**config.mk**
```make
export PLATFORM = sky130hd
export DESIGN_NAME = ppu_fifo
export DESIGN_NICKNAME = d
export VERILOG_FILES = /design/src/rtl/core/point_projection_unit_defines.svh /design/src/rtl/core/ppu_fifo.sv
export SDC_FILE = /design/constraint.sdc
export NUM_CORES = 1
export LEC_CHECK = 0
export BUFFER_PORTS_ARGS = -buffer_cell sky130_fd_sc_hd__buf_4
export CAP_MARGIN = 20
export CORE_ASPECT_RATIO = 0.75
export CORE_MARGIN = 3
export CORE_UTILIZATION = 55
export DETAILED_ROUTE_END_ITERATION = 12
export PLACE_DENSITY_LB_ADDON = 0.3
export SETUP_SLACK_MARGIN = 0.5
export SYNTH_ARGS = -nofsm -noshare
export SYNTH_HDL_FRONTEND = slang
export SYNTH_SLANG_ARGS = --single-unit
```
**constraint.sdc**
```tcl
create_clock -name i_clk -period 2.8 [get_ports i_clk]
set_clock_uncertainty 0.2 [all_clocks]
set_input_delay 0.28 -clock i_clk [delete_from_list [all_inputs] [get_ports i_clk]]
set_output_delay 0.28 -clock i_clk [all_outputs]
set_load 0.1 [all_outputs]
```
**src/rtl/core/point_projection_unit_defines.svh**
```systemverilog
// assertion macros for the point projection unit
`ifndef POINT_PROJECTION_UNIT_DEFINES_SVH
`define POINT_PROJECTION_UNIT_DEFINES_SVH

// condition holds at every edge outside reset
`define PPU_CHECK_NOW(label, cond, msg) \
    label: assert property (@(posedge i_clk) disable iff (!i_rst_n) (cond)) \
        else $error(msg);

// consequence holds in the cycle after the antecedent
`define PPU_CHECK_NEXT(label, ante, cons, msg) \
    label: assert property (@(posedge i_clk) disable iff (!i_rst_n) (ante) |=> (cons)) \
        else $error(msg);

`endif

```
**src/rtl/core/ppu_fifo.sv**
```systemverilog
// short queue between front and back end
module ppu_fifo #(
    parameter int W     = 8,
    parameter int DEPTH = 4
) (
    input  logic         i_clk,
    input  logic         i_rst_n,
    input  logic         i_push,
    output logic         o_in_ready,
    input  logic [W-1:0] i_data,
    output logic         o_out_vld,
    input  logic         i_pop,
    output logic [W-1:0] o_data
);
    localparam int AW = $clog2(DEPTH);

    logic [W-1:0] r_mem [DEPTH];
    logic [AW-1:0] r_wp;
    logic [AW-1:0] r_rp;
    logic [AW:0]   r_cnt;
    logic          w_wr;
    logic          w_rd;

    assign o_in_ready = (r_cnt != (AW+1)'(DEPTH));
    assign o_out_vld  = (r_cnt != '0);
    assign w_wr       = i_push && o_in_ready;
    assign w_rd       = i_pop && o_out_vld;
    assign o_data     = r_mem[r_rp];

    always_ff @(posedge i_clk) begin
        if (!i_rst_n) begin
            r_wp  <= '0;
            r_rp  <= '0;
            r_cnt <= '0;
        end else begin
            if (w_wr) begin
                r_wp <= r_wp + 1'b1;
            end
            if (w_rd) begin
                r_rp <= r_rp + 1'b1;
            end
            if (w_wr && !w_rd) begin
                r_cnt <= r_cnt + 1'b1;
            end else if (w_rd && !w_wr) begin
                r_cnt <= r_cnt - 1'b1;
            end
        end
    end

    always_ff @(posedge i_clk) begin
        if (w_wr) begin
            r_mem[r_wp] <= i_data;
        end
    end

endmodule

```
==> impl_metrics.ini <==
[synth]
synth_top_area_frac = 0.5801
yosys-mux-area-fraction = 0.1269
ys_top_cells_by_area = edfxtp_1 (58%), dfxtp_1 (11%), mux4_2 (11%), ha_1 (3.8%), and2_1 (3.0%)
synth-compound-area-share = 0.04154
yosys.area_share.simple = 0.05740
netlist_area_sq_mm = 0.001657
netlist_instances = 90
synth_warnings = 0
yosysTopAreaCell = edfxtp_1
ys_seq_area_frac = 0.6888
ys_types = 22
synthAdderAreaFrac = 0.04985
synth-xor-area-share = 0.02115
syn_nets = 108
avgSynthCellArea_sq_um = 18.41
synth_top_family_by_area = multiplexers
yosys_register_bits = 41

[power]
leakage_uw = 0.0007541
powerDensity_mw_per_mm2 = 1103
ir_worst_vdd_mv = 0.7850

[placed_design]
pre_cts_ws_ns = 0.3990
post-place-cells = 144
place.gp.congestion = 0.6375
hpwl_microns = 1791
port_buffers = 21

[cts]
cts.sinks = 41
htreeDepth = 2
cts_tree = built
path_clk_slew_ns = 0.08
numCtsBuffers = 5
cts_max_path_buffers = 2
cts_root_buf = clkbuf_8
clock_latency_ns = 0.29

[sta]
finalWorstSetupSlack_ns = 0.5626
tightest_slew_ns = 0.4442
rsz0062_at_grt = false
relSlewSlack = 0.7039
hold_ws_ns = 0.08228
fin_crit_ns = 2.237
slew_violations = 0
hold_violations = 0
setup_viol = 0
fin_crit_sh = 0.7991
fmax_mhz = 446.9
fin_setup_tns_ns = 0

[floorplan]
die_y_microns = 53.53
die_x_microns = 69.37
start_util = 0.6040
dieArea_sq_mm = 0.003713
rows = 16
placeableCoreArea_sq_mm = 0.002743
io_pins = 22

[grt]
grt_first_pass_wirelength_microns = 4202
grtUsageTotal = 0.1678
grt_pass1_vias = 871
grt_max_degree = 13
antenna_found_initial = 0
grt_overflow = 0

[worst_setup_path]
crit_start = r_cnt[1]$_SDFFE_PN0P_
r2r_cells = 8
path_max_fanout = 6
crit_buf_inv = 1
crit_path_end_kind = flip-flop
path_cells = nor2_2 -> a21boi_4 -> ha_2 -> inv_1 -> fa_1 -> xor2_1 -> or3_1 -> a21boi_0
arrival_ns = 2.26
rr_startpoint = r_cnt[1]$_SDFFE_PN0P_
required_ns = 2.82
crit_type = reg -> reg
reg2reg_slack_ns = 0.56
r2r_end = r_cnt[2]$_SDFFE_PN0P_
crit_family = adder cells
critPathSlowestCell = dfxtp_2
startpoint_type = flip-flop
slowest_delay_ns = 0.42

[cells_and_area]
n_antenna_cell = 0
final_cells = 164
drive_above_1_share = 0.3828
nets = 145
final_core_util = 0.7559
area_growth_pct = 25.15

[route]
viasPerCell = 5.213
ant_nets = 0
vias = 855
wl_microns = 2798
drc = 0
dr.pass1.iters = 4
wl_per_cell_microns = 17.06
drt_iter0_markers = 47

[min_path]
hold_end = r_rp[0]$_SDFFE_PN0P_
hold_depth = 2
min_path_type = in -> reg
hp-start = i_rst_n

[run]
cap_violations = 0

[status]
status = finished, final reports clean
## Yosys cell counts (all sizes together)
library cell and instances:
edfxtp 32, dfxtp 9, and2 8, mux4 8, ha 5, nand2 5, inv 3, mux2i 3
xnor2 3, a21boi 2, clkbuf 2, or3 2, buf 1, fa 1, nor2 1, nor2b 1
o21ai 1, o311ai 1, o31ai 1, xor2 1
## worst reg2reg max path, delay by kind of cell, from the launching register on
| family | cells | cell delay, ns |
|---|---|---|
| buffers and inverters | 1 | 0.05 |
| flip-flops | 1 | 0.42 |
| AND/OR/NAND/NOR | 2 | 0.39 |
| AO/OA/AOI/OAI | 2 | 0.34 |
| adder cells (fa/ha/maj) | 2 | 0.60 |
| XOR/XNOR | 1 | 0.17 |
## flip-flops by register name (all words and copies together), names as in the netlist, named ones only
| signal | cells |
|---|---|
| r_cnt | 3 |
| r_mem | 32 |
| r_rp | 2 |
| r_wp | 2 |
## layer usage
layer  GRT usage  part of all wire  vias up
met4     0.06818             0.014        0
met1      0.1825              0.41      419
li1            -                 -      414
met2      0.2975              0.52       17
met5           0                 0        -
met3     0.07276             0.051        5
## cell families after synthesis
family,Yosys count
buf+inv,6
xor+xnor,4
compound gates,5
flops,41
simple gates,17
fa+ha+maj,6
mux,11
## placed cells by master, fill, tap and decap left out, drive strengths merged
cell type	instances
edfxtp	32
buf	25
dfxtp	9
mux4	8
and2	8
dlygate4sd3	8
clkbuf	6
nand2	5
ha	5
inv	3
xnor2	3
mux2i	3
a21boi	2
or3	2
nor2	1
o31ai	1
nor2b	1
o311ai	1
xor2	1
o21ai	1
fa	1
bufinv	1
clkinv	1
## what timing repair did
action                                 4_1_cts  5_1_grt
buffers inserted                             0        4
pin swaps                                    0        3
endpoints found under the hold margin       30        0
setup endpoints to repair                    5        1
gates resized for setup                      3        3
hold buffers                                 8        0
## power by group
part           internal, uW  switching (uW)  leakage, uW  total, uW
Clock                   263             189    0.0000528        451
Combinational           304             675     0.000332        979
Sequential              755             100     0.000369        856
## per-stage QoR
stage / cell area [sq um] / total power, uW
5_1_grt: 2073 / 2379
4_1_cts: 2037 / 2275
3_3_place_gp: 1847 / 1790
2_1_floorplan: 1657 / 1628
3_5_place_dp: 1847 / 1812
6_report: 2073 / 2286
## how the worst max path moves through the flow
stage | end | slack [ns] | cells past startpoint
after floorplan | r_cnt[2]$_SDFFE_PN0P_ | 0.54 | 8
after global placement | r_cnt[2]$_SDFFE_PN0P_ | 0.48 | 8
after detailed placement | r_cnt[2]$_SDFFE_PN0P_ | 0.40 | 8
after CTS | r_cnt[2]$_SDFFE_PN0P_ | 0.51 | 8
after global routing | r_cnt[2]$_SDFFE_PN0P_ | 0.47 | 8
final | r_cnt[2]$_SDFFE_PN0P_ | 0.56 | 8
## cell type report
cell class,instances,area (sq um)
Timing Repair Buffer,33,267.8
Clock inverter,2,33.78
Sequential cell,41,1149
Fill cell,161,669.4
Inverter,3,11.26
Tap cell,36,45.04
Multi-Input combinational cell,43,494.2
Clock buffer,6,72.57
Note: power is estimated with default switching activity, not from simulation.
