===== config.mk =====
export PLATFORM = sky130hd
export DESIGN_NAME = ppu_front
export DESIGN_NICKNAME = d
export VERILOG_FILES = /design/src/rtl/core/point_projection_unit_defines.svh /design/src/rtl/core/ppu_pkg.sv /design/src/rtl/core/ppu_front.sv
export SDC_FILE = /design/constraint.sdc
export NUM_CORES = 1
export LEC_CHECK = 0
export ABC_AREA = 1
export BUFFER_PORTS_ARGS = -buffer_cell sky130_fd_sc_hd__buf_4
export CORE_AREA = 4 4 164 197
export DETAILED_ROUTE_END_ITERATION = 12
export DIE_AREA = 0 0 168 201
export HOLD_SLACK_MARGIN = 0.15
export PLACE_DENSITY_LB_ADDON = 0.25
export SLEW_MARGIN = 40
export SYNTH_ARGS = -nofsm -noshare
export SYNTH_HDL_FRONTEND = slang
export SYNTH_SLANG_ARGS = --single-unit

===== constraint.sdc =====
create_clock -name i_clk -period 24.4 [get_ports i_clk]
set_input_delay 6.1 -clock i_clk [delete_from_list [all_inputs] [get_ports i_clk]]
set_output_delay 6.1 -clock i_clk [all_outputs]
set_load 0.01 [all_outputs]

===== src/rtl/core/point_projection_unit_defines.svh =====
// assertion macros for the point projection unit
`ifndef POINT_PROJECTION_UNIT_DEFINES_SVH
`define POINT_PROJECTION_UNIT_DEFINES_SVH

// condition holds at every edge outside reset
`define PPU_CHECK_NOW(label, cond, msg) \
    label: assert property (@(posedge i_clk) disable iff (!i_rst_n) (cond)) \
        else $error(msg);

// consequence holds in the cycle after the antecedent
`define PPU_CHECK_NEXT(label, ante, cons, msg) \
    label: assert property (@(posedge i_clk) disable iff (!i_rst_n) (ante) |=> (cons)) \
        else $error(msg);

`endif


===== src/rtl/core/ppu_pkg.sv =====
// shared types and constants of the point projection unit
package ppu_pkg;

    typedef logic [2:0]  t_mode;
    typedef logic [2:0]  t_cfg_idx;
    typedef logic [15:0] t_cfg_data;
    typedef logic [1:0]  t_cls;

    typedef struct packed {
        logic        [15:0] scale;
        logic signed [15:0] cosine;
        logic signed [15:0] sine;
        logic signed [15:0] off_h;
        logic signed [15:0] off_v;
    } t_cfg;

    localparam t_mode MODE_ISO = 3'd0;
    localparam t_mode MODE_TP  = 3'd1;
    localparam t_mode MODE_XV  = 3'd2;
    localparam t_mode MODE_YV  = 3'd3;
    localparam t_mode MODE_ZV  = 3'd4;

    localparam t_cls CLS_NONE = 2'd0;
    localparam t_cls CLS_ISO  = 2'd1;
    localparam t_cls CLS_TP   = 2'd2;
    localparam t_cls CLS_AXIS = 2'd3;

    localparam t_cfg_idx REG_SCALE = 3'd0;
    localparam t_cfg_idx REG_COS   = 3'd1;
    localparam t_cfg_idx REG_SIN   = 3'd2;
    localparam t_cfg_idx REG_OFFH  = 3'd3;
    localparam t_cfg_idx REG_OFFV  = 3'd4;

    localparam t_cfg_data RST_SCALE = 16'd256;
    localparam t_cfg_data RST_COS   = 16'd14189;
    localparam t_cfg_data RST_SIN   = 16'd8192;

    localparam int TP_FOCAL   = 500;
    localparam int TP_DIST    = 2560;
    localparam int TP_MIN     = 256;
    localparam int TP_X_BIAS  = 256;
    localparam int TP_COS     = 15652;
    localparam int TP_SIN     = 4842;
    localparam int FRAC_SHIFT = 14;
    localparam int ISO_FRAC   = 30;
    localparam int ISO_ROUND  = (1 << ISO_FRAC) - 1;
    localparam int FQ_DEPTH   = 4;

endpackage


===== src/rtl/core/ppu_front.sv =====
// front end: accepts points, decodes the mode and prepares operands
module ppu_front #(
    parameter int CW = 24
) (
    input  logic                    i_clk,
    input  logic                    i_rst_n,
    input  logic                    i_valid,
    output logic                    o_ready,
    input  ppu_pkg::t_mode          i_mode,
    input  logic signed [CW-1:0]    i_coord_x,
    input  logic signed [CW-1:0]    i_coord_y,
    input  logic signed [CW-1:0]    i_coord_z,
    output logic                    o_vld,
    input  logic                    i_q_ready,
    output ppu_pkg::t_cls           o_cls,
    output logic signed [CW:0]      o_xp,
    output logic signed [CW-1:0]    o_y,
    output logic signed [CW-1:0]    o_z,
    output logic signed [CW:0]      o_diff,
    output logic signed [CW:0]      o_sum,
    output logic        [CW:0]      o_den,
    output logic signed [CW:0]      o_axh,
    output logic signed [CW:0]      o_axv
);
    import ppu_pkg::*;

    localparam int CW1 = CW + 1;
    localparam int YW  = CW + 2;

    logic                  w_acc;
    t_cls                  w_cls;
    logic signed [CW1-1:0] w_x1;
    logic signed [CW1-1:0] w_y1;
    logic signed [CW1-1:0] w_z1;
    logic signed [CW1-1:0] w_axh;
    logic signed [CW1-1:0] w_axv;
    logic signed [YW-1:0]  w_yp;
    logic        [CW1-1:0] w_den;

    logic                  r_vld;
    t_cls                  r_cls;
    logic signed [CW1-1:0] r_xp;
    logic signed [CW-1:0]  r_y;
    logic signed [CW-1:0]  r_z;
    logic signed [CW1-1:0] r_diff;
    logic signed [CW1-1:0] r_sum;
    logic        [CW1-1:0] r_den;
    logic signed [CW1-1:0] r_axh;
    logic signed [CW1-1:0] r_axv;

    assign o_ready = !r_vld || i_q_ready;
    assign w_acc   = i_valid && o_ready;

    assign w_x1  = CW1'(i_coord_x);
    assign w_y1  = CW1'(i_coord_y);
    assign w_z1  = CW1'(i_coord_z);
    assign w_yp  = YW'(i_coord_y) + YW'(TP_DIST);
    assign w_den = (w_yp < YW'(TP_MIN)) ? CW1'(TP_MIN) : w_yp[CW1-1:0];

    always_comb begin
        case (i_mode)
            MODE_ISO: begin
                w_cls = CLS_ISO;
                w_axh = '0;
                w_axv = '0;
            end
            MODE_TP: begin
                w_cls = CLS_TP;
                w_axh = '0;
                w_axv = '0;
            end
            MODE_XV: begin
                w_cls = CLS_AXIS;
                w_axh = -w_y1;
                w_axv = -w_z1;
            end
            MODE_YV: begin
                w_cls = CLS_AXIS;
                w_axh = -w_x1;
                w_axv = -w_z1;
            end
            MODE_ZV: begin
                w_cls = CLS_AXIS;
                w_axh = w_x1;
                w_axv = w_y1;
            end
            default: begin
                w_cls = CLS_NONE;
                w_axh = '0;
                w_axv = '0;
            end
        endcase
    end

    always_ff @(posedge i_clk) begin
        if (!i_rst_n) begin
            r_vld <= 1'b0;
        end else if (w_acc) begin
            r_vld <= 1'b1;
        end else if (i_q_ready) begin
            r_vld <= 1'b0;
        end
    end

    always_ff @(posedge i_clk) begin
        if (w_acc) begin
            r_cls  <= w_cls;
            r_xp   <= w_x1 + CW1'(TP_X_BIAS);
            r_y    <= i_coord_y;
            r_z    <= i_coord_z;
            r_diff <= w_x1 - w_y1;
            r_sum  <= w_x1 + w_y1;
            r_den  <= w_den;
            r_axh  <= w_axh;
            r_axv  <= w_axv;
        end
    end

    assign o_vld  = r_vld;
    assign o_cls  = r_cls;
    assign o_xp   = r_xp;
    assign o_y    = r_y;
    assign o_z    = r_z;
    assign o_diff = r_diff;
    assign o_sum  = r_sum;
    assign o_den  = r_den;
    assign o_axh  = r_axh;
    assign o_axv  = r_axv;

endmodule


==> flow_summary.json <==
{
  "endpoint_kind": "output port",
  "final_common_cell": "buf_4",
  "grt_pass1_vias": 11100,
  "final_core_util_pct": 49.8,
  "setup_viol": 0,
  "post-cts-setup-buffers": 0,
  "leakagePower_uw": 0.00650,
  "rsz0062_at_grt": "no",
  "grt_use_total_pct": 24.5,
  "hpwl_mm": 33.9,
  "fin_setup_tns_ns": 0,
  "rows": 70,
  "cp_max_fo": 2,
  "syn_inst": 1364,
  "yosysUniqueCellTypes": 45,
  "ff2ff_setup_slack_ns": 21.66,
  "met2_wirelength_mm": 21.9,
  "wire_per_inst_um": 20.8,
  "crit_type": "input pin to output port",
  "seq_area_frac_synth_pct": 49.8,
  "port_buffers": 280,
  "clk_latency_ns": 0.45,
  "rr_worst_depth": 4,
  "worst_slew_pin_slew_ns": 0.805,
  "dr_total_vias": 11000,
  "hold_end": "o_vld$_SDFFE_PN0P_",
  "cts_buffers": 17,
  "io_pins": 281,
  "relSlewSlack_pct": 46.3,
  "finalCritPeriodShare_pct": 51.8,
  "slew_violations": 0,
  "cts_tree": "yes",
  "hold_path.class": "flip-flop to flip-flop",
  "grt_remaining_overflow": 0,
  "first_pass_iters": 5,
  "fin_skew_ns": 0.0102,
  "min_period_ns": 12.63,
  "mostFrequentLayoutCells": "284 x buf_4, 247 x nand2_1, 199 x edfxtp_1",
  "syn_nets": 1501,
  "r2r-end": "o_axv[5]$_DFFE_PP_",
  "cts_sinks": 200,
  "cp.arrival_ns": 6.53,
  "cts_buffer_depth": 2,
  "r2r-start": "o_vld$_SDFFE_PN0P_",
  "gp_congestion": 0.921,
  "grt_antenna_before_repair": 4,
  "routed_wl_mm": 42.7,
  "via_per_inst": 5.38,
  "drt_iter0_markers": 932,
  "m1WireLength_mm": 16.8,
  "area_growth_pct": 25.8,
  "dr_wl_met3_mm": 2.45,
  "core_area_sq_um": 30400,
  "syn_area_per_cell_sq_um": 8.82,
  "yosysTopAreaCell": "edfxtp_1",
  "max_freq_ghz": 0.0792,
  "ctsHoldBuffers": 0,
  "dieArea_sq_um": 33800,
  "ir_drop_v": 0.0000360,
  "antenna_cells": 0,
  "synth-main-ff-cell": "edfxtp_1",
  "grt_pass1_wl_mm": 63.7,
  "antenna_left": 0,
  "root_buffer": "clkbuf_16",
  "min_path_cells": 2,
  "h-tree-depth": 4,
  "hold_start": "o_vld$_SDFFE_PN0P_",
  "seq_area_sq_um": 6000,
  "cts.reportedPaths.clkPinSlew_ns": 0.07,
  "max-cap-violations": 0,
  "startpoint_type": "input pin",
  "status": "finished, final reports clean",
  "synth_seq_cells": 200,
  "cts_resized": 0,
  "worst-endpoint-required_ns": 18.30,
  "power_density_nw_per_um2": 60.5,
  "multi_input_area_sq_um": 5250,
  "die_h_um": 201,
  "synth-async-reset-ratio_pct": 0,
  "layout.nets": 1777,
  "hold_viol": 0,
  "initial_core_util_pct": 39.6,
  "drc": 0,
  "synth.top_cell.area_share_pct": 49.7,
  "drive_gt1_share_pct": 21.1,
  "p_total_uw": 916,
  "fillers": 2937,
  "synth_edf_count": 199,
  "grt_max_degree": 74,
  "syn_area_sq_um": 12000,
  "die_x_um": 168,
  "yosysWarningCount": 0,
  "synth_area_leaders": "edfxtp_1 50%, nand2_1 7.7%, ha_1 5.8%, nand3_1 5.8%, inv_1 5.1%",
  "highest_layer": "met5"
}
how the worst max path moves through the flow:
stage	start	end	cells after the start
floorplan	i_valid	o_axh[0]$_DFFE_PP_	2
global placement	i_q_ready	o_ready	4
detailed placement	i_q_ready	o_ready	4
CTS	i_q_ready	o_ready	4
global route	i_q_ready	o_ready	4
finish	i_q_ready	o_ready	4
power by group:
part	total, uW	internal [uW]	switching, uW	leakage (uW)
clock network	289	153	136	0.000279
logic	204	74.9	129	0.00427
registers	423	414	8.47	0.00196
worst max-delay path: stages:
cell	delay, ns
buf_4	0.11
inv_1	0.10
nand2_1	0.08
buf_4	0.15
Yosys cell counts, drive strengths merged (2+ instances only):
master and count:
o211ai 16, nand4 36, a31oi 2, fa 2, nor3 28, clkinv 2, edfxtp 199, ha 56
nor2 172, and2 3, o21ai 71, nor4 11, clkbuf 15, xnor2 2, nand2 248, a21o 7
xor2 56, a21oi 67, o22ai 10, o21a 5, inv 171, buf 14, a21boi 5, o221ai 4
nand3 141, o21bai 10, or2 4
metal layers:
| layer | vias up | track usage (%) |
|---|---|---|
| li1 | 5230 | - |
| met2 | 455 | 44.2 |
| met3 | 87 | 4.14 |
| met5 | - | 0 |
| met1 | 5245 | 29.0 |
| met4 | 8 | 9.39 |
sequential cells by signal, indices dropped and copies added, names as in the netlist:
signal,count
o_axh,25
o_axv,25
o_cls,2
o_den,25
o_diff,25
o_sum,24
o_vld,1
o_xp,25
o_y,24
o_z,24
per-stage QoR:
stage               setup WS [ns]  std cells  area (sq um)  hold WS [ns]
global placement            11.78       2017         14500         0.540
CTS                         11.77       2049         15100         0.566
detailed placement          11.77       2017         14500         0.556
floorplan                    7.89       1364         12000         0.595
finish                      11.77       2049         15100         0.565
global route                11.75       2049         15100         0.604
final cells by class:
class | instances | share of cell area [%]
Sequential cell | 200 | 39.6
Multi-Input combinational cell | 962 | 34.7
Timing Repair Buffer | 286 | 14.2
Inverter | 173 | 4.29
Tap cell | 396 | 3.28
Clock buffer | 19 | 2.86
Clock inverter | 13 | 0.968
cell families (layout without fill, tap and decap cells):
| family | Yosys count | after routing | share of synthesized area (%) |
|---|---|---|---|
| AO/OA/AOI/OAI | 200 | 200 | 9.58 |
| flip-flops | 200 | 200 | 49.8 |
| XOR/XNOR | 58 | 58 | 4.22 |
| AND/OR/NAND/NOR | 645 | 645 | 23.6 |
| buffers and inverters | 202 | 491 | 6.60 |
| adder cells (fa/ha/maj) | 58 | 58 | 6.16 |
| other | 1 | 1 | 0.0312 |
Note: power is estimated with default switching activity, not from simulation.
